<file path="src/design/tcpsl_pkg.sv">
`timescale 1ns / 1ps
// ---------------------------------------------------------------------------
// tcpsl_pkg
// Shared constants and codes for the TCP header slicer with session tracking.
// ---------------------------------------------------------------------------
package tcpsl_pkg;

  localparam int unsigned ETH_HEADER_BYTES = 14;
  localparam int unsigned MAX_FRAME_BYTES  = 65535;
  localparam int unsigned FIXED_TCP_BYTES  = 20;

  localparam int unsigned POS_W  = 16;
  localparam int unsigned REG_W  = 6;
  localparam int unsigned CIDX_W = 1;

  localparam logic [REG_W-1:0] MIN_IP_RESET  = REG_W'(10);
  localparam logic [REG_W-1:0] MIN_TCP_RESET = REG_W'(20);

  localparam logic [CIDX_W-1:0] CFG_MIN_IP  = CIDX_W'(0);
  localparam logic [CIDX_W-1:0] CFG_MIN_TCP = CIDX_W'(1);

  typedef enum logic [1:0] {
    ST_OK        = 2'd0,
    ST_IP_SHORT  = 2'd1,
    ST_TCP_SHORT = 2'd2,
    ST_TRUNC     = 2'd3
  } status_t;

  typedef enum logic [1:0] {
    DIR_CLIENT = 2'd0,
    DIR_SERVER = 2'd1,
    DIR_NONE   = 2'd2
  } dir_t;

endpackage

</file>
<file path="src/design/tcp_header_slicer_with_session.sv">
`timescale 1ns / 1ps
// ---------------------------------------------------------------------------
// tcp_header_slicer_with_session
// Byte-stream Ethernet/IPv4/TCP header field extractor with session matching.
// ---------------------------------------------------------------------------
// Usage:
//   Input channel (in_valid/in_stall): one frame byte per item, with
//   in_last_byte high on the final captured byte of the frame.
//   Result channel (out_valid/out_stall): one item per frame, issued for the
//   final byte, carrying status, header fields, direction, session match and
//   payload length. Bytes that are not final produce no result.
//   Config port: cfg_wr_en writes cfg_wr_data into the register selected by
//   cfg_index (0: minimum IP header bytes, 1: minimum TCP header bytes).
//   Write only while no frame is in flight.
// Pipeline and throughput:
//   An item is accepted into the input register, then the parse logic
//   updates the frame state and loads the result register, which drives
//   out_valid. One byte is taken every cycle while in_stall is low;
//   the rate is set by the single parse stage.
// Reset: synchronous, active low; clears frame state, the recorded session
//   and restores both config registers to their defaults.
// Stall: a result waits in the output register while out_stall is high;
//   non-final bytes keep flowing, a final byte waits in the input register
//   and in_stall rises until the output register frees up.
// ---------------------------------------------------------------------------
module tcp_header_slicer_with_session (
  input  logic                           clk,
  input  logic                           rst_n,
  input  logic                           cfg_wr_en,
  input  logic [tcpsl_pkg::CIDX_W-1:0]   cfg_index,
  input  logic [tcpsl_pkg::REG_W-1:0]    cfg_wr_data,
  input  logic                           in_valid,
  output logic                           in_stall,
  input  logic [7:0]                     in_data_byte,
  input  logic                           in_last_byte,
  output logic                           out_valid,
  input  logic                           out_stall,
  output logic [1:0]                     out_status,
  output logic [1:0]                     out_direction,
  output logic                           out_in_session,
  output logic [31:0]                    out_source_address,
  output logic [31:0]                    out_dest_address,
  output logic [15:0]                    out_source_port,
  output logic [15:0]                    out_dest_port,
  output logic [31:0]                    out_sequence_number,
  output logic [31:0]                    out_ack_number,
  output logic [7:0]                     out_tcp_flag_bits,
  output logic [15:0]                    out_window_size,
  output logic [15:0]                    out_payload_length
);
  import tcpsl_pkg::*;

  localparam logic [POS_W-1:0] ETH_POS = POS_W'(ETH_HEADER_BYTES);
  localparam logic [POS_W-1:0] MAX_POS = POS_W'(MAX_FRAME_BYTES);
  localparam logic [POS_W-1:0] FIX_TCP = POS_W'(FIXED_TCP_BYTES);

  logic [REG_W-1:0] min_ip_r, min_tcp_r;

  logic       s1_valid_r, s1_last_r;
  logic [7:0] s1_data_r;
  logic       s1_adv, s1_load, s1_fin;

  logic [POS_W-1:0] pos_r, pos_nxt;
  logic [3:0]       ihl_r, ihl_nxt, ofs_r, ofs_nxt;
  logic [31:0]      h_saddr_r, h_saddr_nxt, h_daddr_r, h_daddr_nxt;
  logic [15:0]      h_sport_r, h_sport_nxt, h_dport_r, h_dport_nxt;
  logic [31:0]      h_seq_r, h_seq_nxt, h_ack_r, h_ack_nxt;
  logic [7:0]       h_flags_r, h_flags_nxt;
  logic [15:0]      h_win_r, h_win_nxt;

  logic        sess_r, sess_nxt;
  logic [31:0] cli_addr_r, cli_addr_nxt, srv_addr_r, srv_addr_nxt;
  logic [15:0] cli_port_r, cli_port_nxt, srv_port_r, srv_port_nxt;

  logic             cap;
  logic [POS_W-1:0] rip, tcp_start, rtcp, ip_bytes, tcp_bytes;
  logic             record, fields;
  status_t          status;
  dir_t             dir;
  logic             match;
  logic [15:0]      payload;

  logic        out_valid_r, out_valid_nxt;
  logic [1:0]  o_status_r, o_dir_r;
  logic        o_match_r;
  logic [31:0] o_saddr_r, o_daddr_r, o_seq_r, o_ack_r;
  logic [15:0] o_sport_r, o_dport_r, o_win_r, o_pay_r;
  logic [7:0]  o_flags_r;

  assign s1_adv   = s1_valid_r && (!s1_last_r || !out_valid_r || !out_stall);
  assign in_stall = s1_valid_r && !s1_adv;
  assign s1_load  = in_valid && !in_stall;
  assign s1_fin   = s1_adv && s1_last_r;

  always_ff @(posedge clk) begin
    if (!rst_n) begin
      min_ip_r  <= MIN_IP_RESET;
      min_tcp_r <= MIN_TCP_RESET;
    end else if (cfg_wr_en) begin
      case (cfg_index)
        CFG_MIN_IP:  min_ip_r  <= cfg_wr_data;
        CFG_MIN_TCP: min_tcp_r <= cfg_wr_data;
        default: ;
      endcase
    end
  end

  always_ff @(posedge clk) begin
    if (!rst_n) begin
      s1_valid_r <= 1'b0;
    end else if (s1_load) begin
      s1_valid_r <= 1'b1;
    end else if (s1_adv) begin
      s1_valid_r <= 1'b0;
    end
  end

  always_ff @(posedge clk) begin
    if (s1_load) begin
      s1_data_r <= in_data_byte;
      s1_last_r <= in_last_byte;
    end
  end

  always_comb begin
    cap         = pos_r < MAX_POS;
    pos_nxt     = cap ? pos_r + POS_W'(1) : pos_r;
    ihl_nxt     = (cap && pos_r == ETH_POS) ? s1_data_r[3:0] : ihl_r;
    ofs_nxt     = ofs_r;
    h_saddr_nxt = h_saddr_r;
    h_daddr_nxt = h_daddr_r;
    h_sport_nxt = h_sport_r;
    h_dport_nxt = h_dport_r;
    h_seq_nxt   = h_seq_r;
    h_ack_nxt   = h_ack_r;
    h_flags_nxt = h_flags_r;
    h_win_nxt   = h_win_r;
    rip         = pos_r - ETH_POS;
    tcp_start   = ETH_POS + POS_W'({ihl_nxt, 2'b00});
    rtcp        = pos_r - tcp_start;
    if (cap && pos_r >= ETH_POS) begin
      if (rip inside {[12:15]}) h_saddr_nxt = {h_saddr_r[23:0], s1_data_r};
      if (rip inside {[16:19]}) h_daddr_nxt = {h_daddr_r[23:0], s1_data_r};
    end
    if (cap && pos_r >= tcp_start) begin
      if (rtcp <= POS_W'(1))       h_sport_nxt = {h_sport_r[7:0], s1_data_r};
      else if (rtcp <= POS_W'(3))  h_dport_nxt = {h_dport_r[7:0], s1_data_r};
      else if (rtcp <= POS_W'(7))  h_seq_nxt   = {h_seq_r[23:0], s1_data_r};
      else if (rtcp <= POS_W'(11)) h_ack_nxt   = {h_ack_r[23:0], s1_data_r};
      else if (rtcp == POS_W'(12)) ofs_nxt     = s1_data_r[7:4];
      else if (rtcp == POS_W'(13)) h_flags_nxt = s1_data_r;
      else if (rtcp <= POS_W'(15)) h_win_nxt   = {h_win_r[7:0], s1_data_r};
    end
  end

  always_comb begin
    ip_bytes  = POS_W'({ihl_nxt, 2'b00});
    tcp_bytes = POS_W'({ofs_nxt, 2'b00});
    record    = 1'b0;
    fields    = 1'b0;
    status    = ST_OK;
    if (pos_nxt <= ETH_POS) begin
      status = ST_TRUNC;
    end else if (ip_bytes < POS_W'(min_ip_r)) begin
      status = ST_IP_SHORT;
    end else if (pos_nxt < tcp_start + FIX_TCP) begin
      status = ST_TRUNC;
    end else begin
      record = 1'b1;
      if (tcp_bytes < POS_W'(min_tcp_r)) begin
        status = ST_TCP_SHORT;
        fields = 1'b1;
      end else if (pos_nxt < tcp_start + tcp_bytes) begin
        status = ST_TRUNC;
      end else begin
        status = ST_OK;
        fields = 1'b1;
      end
    end
  end

  always_comb begin
    sess_nxt     = sess_r;
    cli_addr_nxt = cli_addr_r;
    srv_addr_nxt = srv_addr_r;
    cli_port_nxt = cli_port_r;
    srv_port_nxt = srv_port_r;
    if (s1_fin && record && !sess_r) begin
      sess_nxt     = 1'b1;
      cli_addr_nxt = h_saddr_nxt;
      srv_addr_nxt = h_daddr_nxt;
      cli_port_nxt = h_sport_nxt;
      srv_port_nxt = h_dport_nxt;
    end
  end

  always_comb begin
    dir     = DIR_NONE;
    match   = 1'b0;
    payload = 16'd0;
    if (status == ST_OK) begin
      payload = pos_nxt - tcp_start - tcp_bytes;
      if (h_saddr_nxt == cli_addr_nxt && h_sport_nxt == cli_port_nxt) begin
        dir = DIR_CLIENT;
      end else if (h_saddr_nxt == srv_addr_nxt && h_sport_nxt == srv_port_nxt) begin
        dir = DIR_SERVER;
      end
      match = (h_saddr_nxt == cli_addr_nxt && h_sport_nxt == cli_port_nxt &&
               h_daddr_nxt == srv_addr_nxt && h_dport_nxt == srv_port_nxt) ||
              (h_daddr_nxt == cli_addr_nxt && h_dport_nxt == cli_port_nxt &&
               h_saddr_nxt == srv_addr_nxt && h_sport_nxt == srv_port_nxt);
    end
  end

  always_ff @(posedge clk) begin
    if (!rst_n || s1_fin) begin
      pos_r     <= '0;
      ihl_r     <= '0;
      ofs_r     <= '0;
      h_saddr_r <= '0;
      h_daddr_r <= '0;
      h_sport_r <= '0;
      h_dport_r <= '0;
      h_seq_r   <= '0;
      h_ack_r   <= '0;
      h_flags_r <= '0;
      h_win_r   <= '0;
    end else if (s1_adv) begin
      pos_r     <= pos_nxt;
      ihl_r     <= ihl_nxt;
      ofs_r     <= ofs_nxt;
      h_saddr_r <= h_saddr_nxt;
      h_daddr_r <= h_daddr_nxt;
      h_sport_r <= h_sport_nxt;
      h_dport_r <= h_dport_nxt;
      h_seq_r   <= h_seq_nxt;
      h_ack_r   <= h_ack_nxt;
      h_flags_r <= h_flags_nxt;
      h_win_r   <= h_win_nxt;
    end
  end

  always_ff @(posedge clk) begin
    if (!rst_n) begin
      sess_r     <= 1'b0;
      cli_addr_r <= '0;
      srv_addr_r <= '0;
      cli_port_r <= '0;
      srv_port_r <= '0;
    end else begin
      sess_r     <= sess_nxt;
      cli_addr_r <= cli_addr_nxt;
      srv_addr_r <= srv_addr_nxt;
      cli_port_r <= cli_port_nxt;
      srv_port_r <= srv_port_nxt;
    end
  end

  always_comb begin
    out_valid_nxt = out_valid_r;
    if (out_valid_r && !out_stall) out_valid_nxt = 1'b0;
    if (s1_fin) out_valid_nxt = 1'b1;
  end

  always_ff @(posedge clk) begin
    if (!rst_n) begin
      out_valid_r <= 1'b0;
    end else begin
      out_valid_r <= out_valid_nxt;
    end
  end

  always_ff @(posedge clk) begin
    if (s1_fin) begin
      o_status_r <= status;
      o_dir_r    <= dir;
      o_match_r  <= match;
      o_saddr_r  <= fields ? h_saddr_nxt : 32'd0;
      o_daddr_r  <= fields ? h_daddr_nxt : 32'd0;
      o_sport_r  <= fields ? h_sport_nxt : 16'd0;
      o_dport_r  <= fields ? h_dport_nxt : 16'd0;
      o_seq_r    <= fields ? h_seq_nxt : 32'd0;
      o_ack_r    <= fields ? h_ack_nxt : 32'd0;
      o_flags_r  <= fields ? h_flags_nxt : 8'd0;
      o_win_r    <= fields ? h_win_nxt : 16'd0;
      o_pay_r    <= payload;
    end
  end

  assign out_valid           = out_valid_r;
  assign out_status          = o_status_r;
  assign out_direction       = o_dir_r;
  assign out_in_session      = o_match_r;
  assign out_source_address  = o_saddr_r;
  assign out_dest_address    = o_daddr_r;
  assign out_source_port     = o_sport_r;
  assign out_dest_port       = o_dport_r;
  assign out_sequence_number = o_seq_r;
  assign out_ack_number      = o_ack_r;
  assign out_tcp_flag_bits   = o_flags_r;
  assign out_window_size     = o_win_r;
  assign out_payload_length  = o_pay_r;

`ifndef SYNTHESIS
  a_bad_status_no_dir: assert property (@(posedge clk) disable iff (!rst_n)
    out_valid && out_status != ST_OK |-> out_direction == DIR_NONE && !out_in_session)
    else $error("direction or session set on a failed header");

  a_session_has_dir: assert property (@(posedge clk) disable iff (!rst_n)
    out_valid && out_in_session |-> out_direction != DIR_NONE)
    else $error("session match without endpoint direction");

  a_short_fields_zero: assert property (@(posedge clk) disable iff (!rst_n)
    out_valid && (out_status == ST_IP_SHORT || out_status == ST_TRUNC) |->
    out_source_address == 32'd0 && out_sequence_number == 32'd0 &&
    out_payload_length == 16'd0)
    else $error("header fields leak on short or truncated frame");

  a_frame_cleared: assert property (@(posedge clk) disable iff (!rst_n)
    s1_fin |=> pos_r == '0 && ihl_r == '0)
    else $error("frame state not cleared after final byte");

  a_session_sticky: assert property (@(posedge clk) disable iff (!rst_n)
    sess_r |=> sess_r)
    else $error("recorded session lost");

  a_stall_needs_item: assert property (@(posedge clk) disable iff (!rst_n)
    in_stall |-> s1_valid_r && s1_last_r && out_valid_r)
    else $error("input stalled without a blocked final byte");
`endif

endmodule

</file>
<file path="config.mk">
export PLATFORM = sky130hd
export DESIGN_NAME = tcp_header_slicer_with_session
export DESIGN_NICKNAME = d
export VERILOG_FILES = /design/src/design/tcpsl_pkg.sv /design/src/design/tcp_header_slicer_with_session.sv
export SDC_FILE = /design/constraint.sdc
export NUM_CORES = 1
export LEC_CHECK = 0
export ABC_CLOCK_PERIOD_IN_PS = 7800
export CORE_UTILIZATION = 54
export CTS_CLUSTER_DIAMETER = 120
export DETAILED_ROUTE_END_ITERATION = 6
export DONT_BUFFER_PORTS = 1
export HOLD_SLACK_MARGIN = 0.12
export PLACE_DENSITY = 0.74
export SYNTH_ARGS = -nofsm -noshare
export SYNTH_HDL_FRONTEND = slang
export SYNTH_SLANG_ARGS = --single-unit
</file>
<file path="constraint.sdc">
create_clock -name clk -period 7.8 [get_ports clk]
set_clock_uncertainty 0.15 [all_clocks]
set_input_delay 1.56 -clock clk [delete_from_list [all_inputs] [get_ports clk]]
set_output_delay 1.56 -clock clk [all_outputs]
set_load 0.05 [all_outputs]
</file>
==> results.md <==
* Minimum clock period at 7.38 ns
* Worst hold start: h_flags_r[3]$_SDFFE_PP0P_
* Critical Path End Type: flip-flop
* Final net count at 2866
* Final Hold Viols at 0
* GP Congestion at 0.939
* Commonest non-fill, non-tap cell in the layout: nand2_1
* CTS Hold Buffers Added at 0
* Cell count after synthesis at 2852
* TritonCTS clock tree: built
* RSZ-0062 raised after global routing: no
* Syn nets at 2920
* Largest net degree at the start of global routing at 112
* Area share of and/or/nand/nor cells after synthesis at 18.1%
* Reg2Reg Setup Slack at 0.42 ns
* Synth Area in Adders at 2.43%
* Max H-tree Level at 2
* Sequential fraction of the synthesis area at 48.8%
* Worst endpoint required time at 7.99 ns
* Placeable Area at 47800 um^2
* Starting Density at 54.9%
* HP Class: reg2reg
* Asr flop ratio synth at 0%
* Final-report max-slew violation count at 0
* Worst Reg2Reg Path Length in Cells at 32
* CTS buffer count at 56
* Crit-path max cell delay at 0.59 ns
* WP buf/inv at 3
* Drt drc at 0
* Cell variety after synth at 91
* Status: finished clean
* Tcrit/Tclk final at 94.6%
* Reg-to-Reg Start: pos_r[2]$_SDFFE_PP0P_
* Worst reg2reg endpoint: out_payload_length[10]$_SDFFCE_PP0P_
* Crit-path max FO at 6
* P per Cell Area at 214 nW/um^2
* Cell Area, Synth at 26300 um^2
* Port bufs at 0
* WS Path Type: reg2reg
* Post-layout util at 60.4%
* Most frequent cells in the layout: nand2_1, nor2_1, dfxtp_1
* Critical path's most frequent cell: ha_1
* Post-Synth XOR/XNOR Area at 7.13%
* Layout cells sized above 1 at 8.43%
* Routed wire per std cell at 21.5 um
* Overall routing resource usage at 29.5%
* Die W at 223 um
* VDD IR max at 0.171 mV
* Vias/cell at 5.98
* Leak at 10.4 nW
* Largest delay share family, worst path: compound AO/OA/AOI/OAI gates
* Post-synth top area share at 24.5%
* Startpoint types: flip-flop
* Worst Hold Slack at 0.300 ns
* Max Cap Violations at 0
* Final Setup Violations at 0
* Total routed wirelength at 74.6 mm
* Die Area at 49500 um^2
* Relative slew margins at 12.5%
* Fmax at 0.136 GHz
* Layout overhead on the synthesized area at 10.0%
* WHS Endpoint: h_flags_r[3]$_SDFFE_PP0P_
* Global-route wire length before repair at 114 mm
* Die Y at 223 um
* Cells on Worst Hold Path at 2
* Number of synthesized flops with an enable pin at 214
* DR pass1 iterations at 6
* Rows at 80
* Remaining antenna violation count at 0
* Clock sinks at 533
* Clk slew on worst S/H paths at 0.07 ns
* Slowest stage cell on the critical path: or4_4
* Global route overflow at 0
* Slew @ Worst Pin at 1.31 ns
* Synth Register Bits at 533
* Largest family of logic cells by synthesized area: simple AND/OR/NAND/NOR gates
* Syn_area_per_cell at 9.21 um^2
* Post-synthesis compound-gate area fraction at 12.7%
* Setup TNS at 0 ns
* Dpl hpwl at 51.7 mm
* Clk root buf: clkbuf_16
* Vias in the first global route at 19274
* Top FF cell, synth: dfxtp_1
* Largest cells by area after synthesis: edfxtp_1, dfxtp_1, nand2_1
* Antenna violations before repair at 3
* Ports at 228
* Yosys warning total at 0
* Vias at 20695
* Drt first-iter violations at 2026
* Area leader, netlist: edfxtp_1
* Clock Latency Late Sink at 0.61 ns
* Critical Path AT at 7.57 ns
* Mux cell area share after synthesis at 6.39%
* CTS Buffer Depth at 3
## worst max-delay path by stage
stage | from | endpoint | slack (ns) | cells after the start
global placement | pos_r[4]$_SDFFE_PP0P_ | out_direction[1]$_SDFFCE_PP1P_ | 0.21 | 33
detailed placement | pos_r[0]$_SDFFE_PP0P_ | out_direction[1]$_SDFFCE_PP1P_ | 0.03 | 30
CTS | pos_r[0]$_SDFFE_PP0P_ | out_in_session$_SDFFCE_PP0P_ | 0.02 | 30
floorplan | pos_r[1]$_SDFFE_PP0P_ | out_direction[1]$_SDFFCE_PP1P_ | 0.03 | 34
global route | pos_r[2]$_SDFFE_PP0P_ | out_direction[0]$_SDFFCE_PP0P_ | 0.006 | 34
finish | pos_r[2]$_SDFFE_PP0P_ | out_payload_length[10]$_SDFFCE_PP0P_ | 0.42 | 32
## final cells by class
cell class / count / area [um^2]
Antenna cell: 2 / 5.00
Clock buffer: 73 / 1570
Clock inverter: 33 / 309
Fill cell: 4017 / 18900
Inverter: 95 / 367
Multi-Input combinational cell: 2033 / 12400
Sequential cell: 533 / 12800
Tap cell: 615 / 769
Timing Repair Buffer: 79 / 643
## tightest hold or removal path: cells and delay by family (launching register included)
kind            cells  cell delay, ns
flops               1            0.31
simple gates        1            0.05
compound gates      1            0.05
## state kept, by name, summed over array words and instances (netlist names), 32 cells and up
name / flops
cli_addr_r: 32
srv_addr_r: 32
h_seq_r: 32
out_source_address: 32
h_saddr_r: 32
out_dest_address: 32
out_sequence_number: 32
h_ack_r: 32
out_ack_number: 32
h_daddr_r: 32
## Yosys cell counts (44+ instances only)
library cell	number
a211oi_1	96
xor2_1	57
mux2i_1	150
nor2_1	346
dfxtp_1	319
edfxtp_1	214
xnor2_1	157
nand2_1	497
nand4_1	44
clkbuf_1	149
a21oi_1	241
inv_1	93
## power breakdown
group / switching [mW] / leakage, nW / internal, mW
Sequential: 0.111 / 4.67 / 2.94
Clock: 1.15 / 0.927 / 1.56
Combinational: 0.284 / 4.83 / 0.150
Total: 1.54 / 10.4 / 4.65
## through the flow
step                      area, um^2  setup slack (ns)  std cells  power (mW)
final                          28900             0.423       3463        6.19
after global routing           28900           0.00636       3462        6.37
after CTS                      28800            0.0174       3459        6.22
after detailed placement       26900            0.0312       3353        3.53
after global placement         26900             0.212       3353        3.53
after floorplan                26300            0.0281       2852        3.40
## logic make-up (layout without fill, tap and decap cells)
group	count (synthesis)	after routing
AND/OR/NAND/NOR	1080	1080
flip-flops	533	533
AO/OA/AOI/OAI	525	525
buffers and inverters	286	280
XOR/XNOR	214	214
multiplexers	164	164
adder cells (fa/ha/maj)	49	49
other	1	3
## routing by layer
layer	track usage [%]	routed length, um	vias up
met5	0	13	-
met4	11.4	2810	2
met3	4.43	4630	171
met2	49.8	36200	767
met1	38.0	31000	9950
li1	-	-	9805
## what timing repair did
item | 4_1_cts | 5_1_grt
endpoints found under the setup margin | 0 | 177
setup buffers | 0 | 2
gates resized for setup | 0 | 15
(Power assumes the default switching activity.)
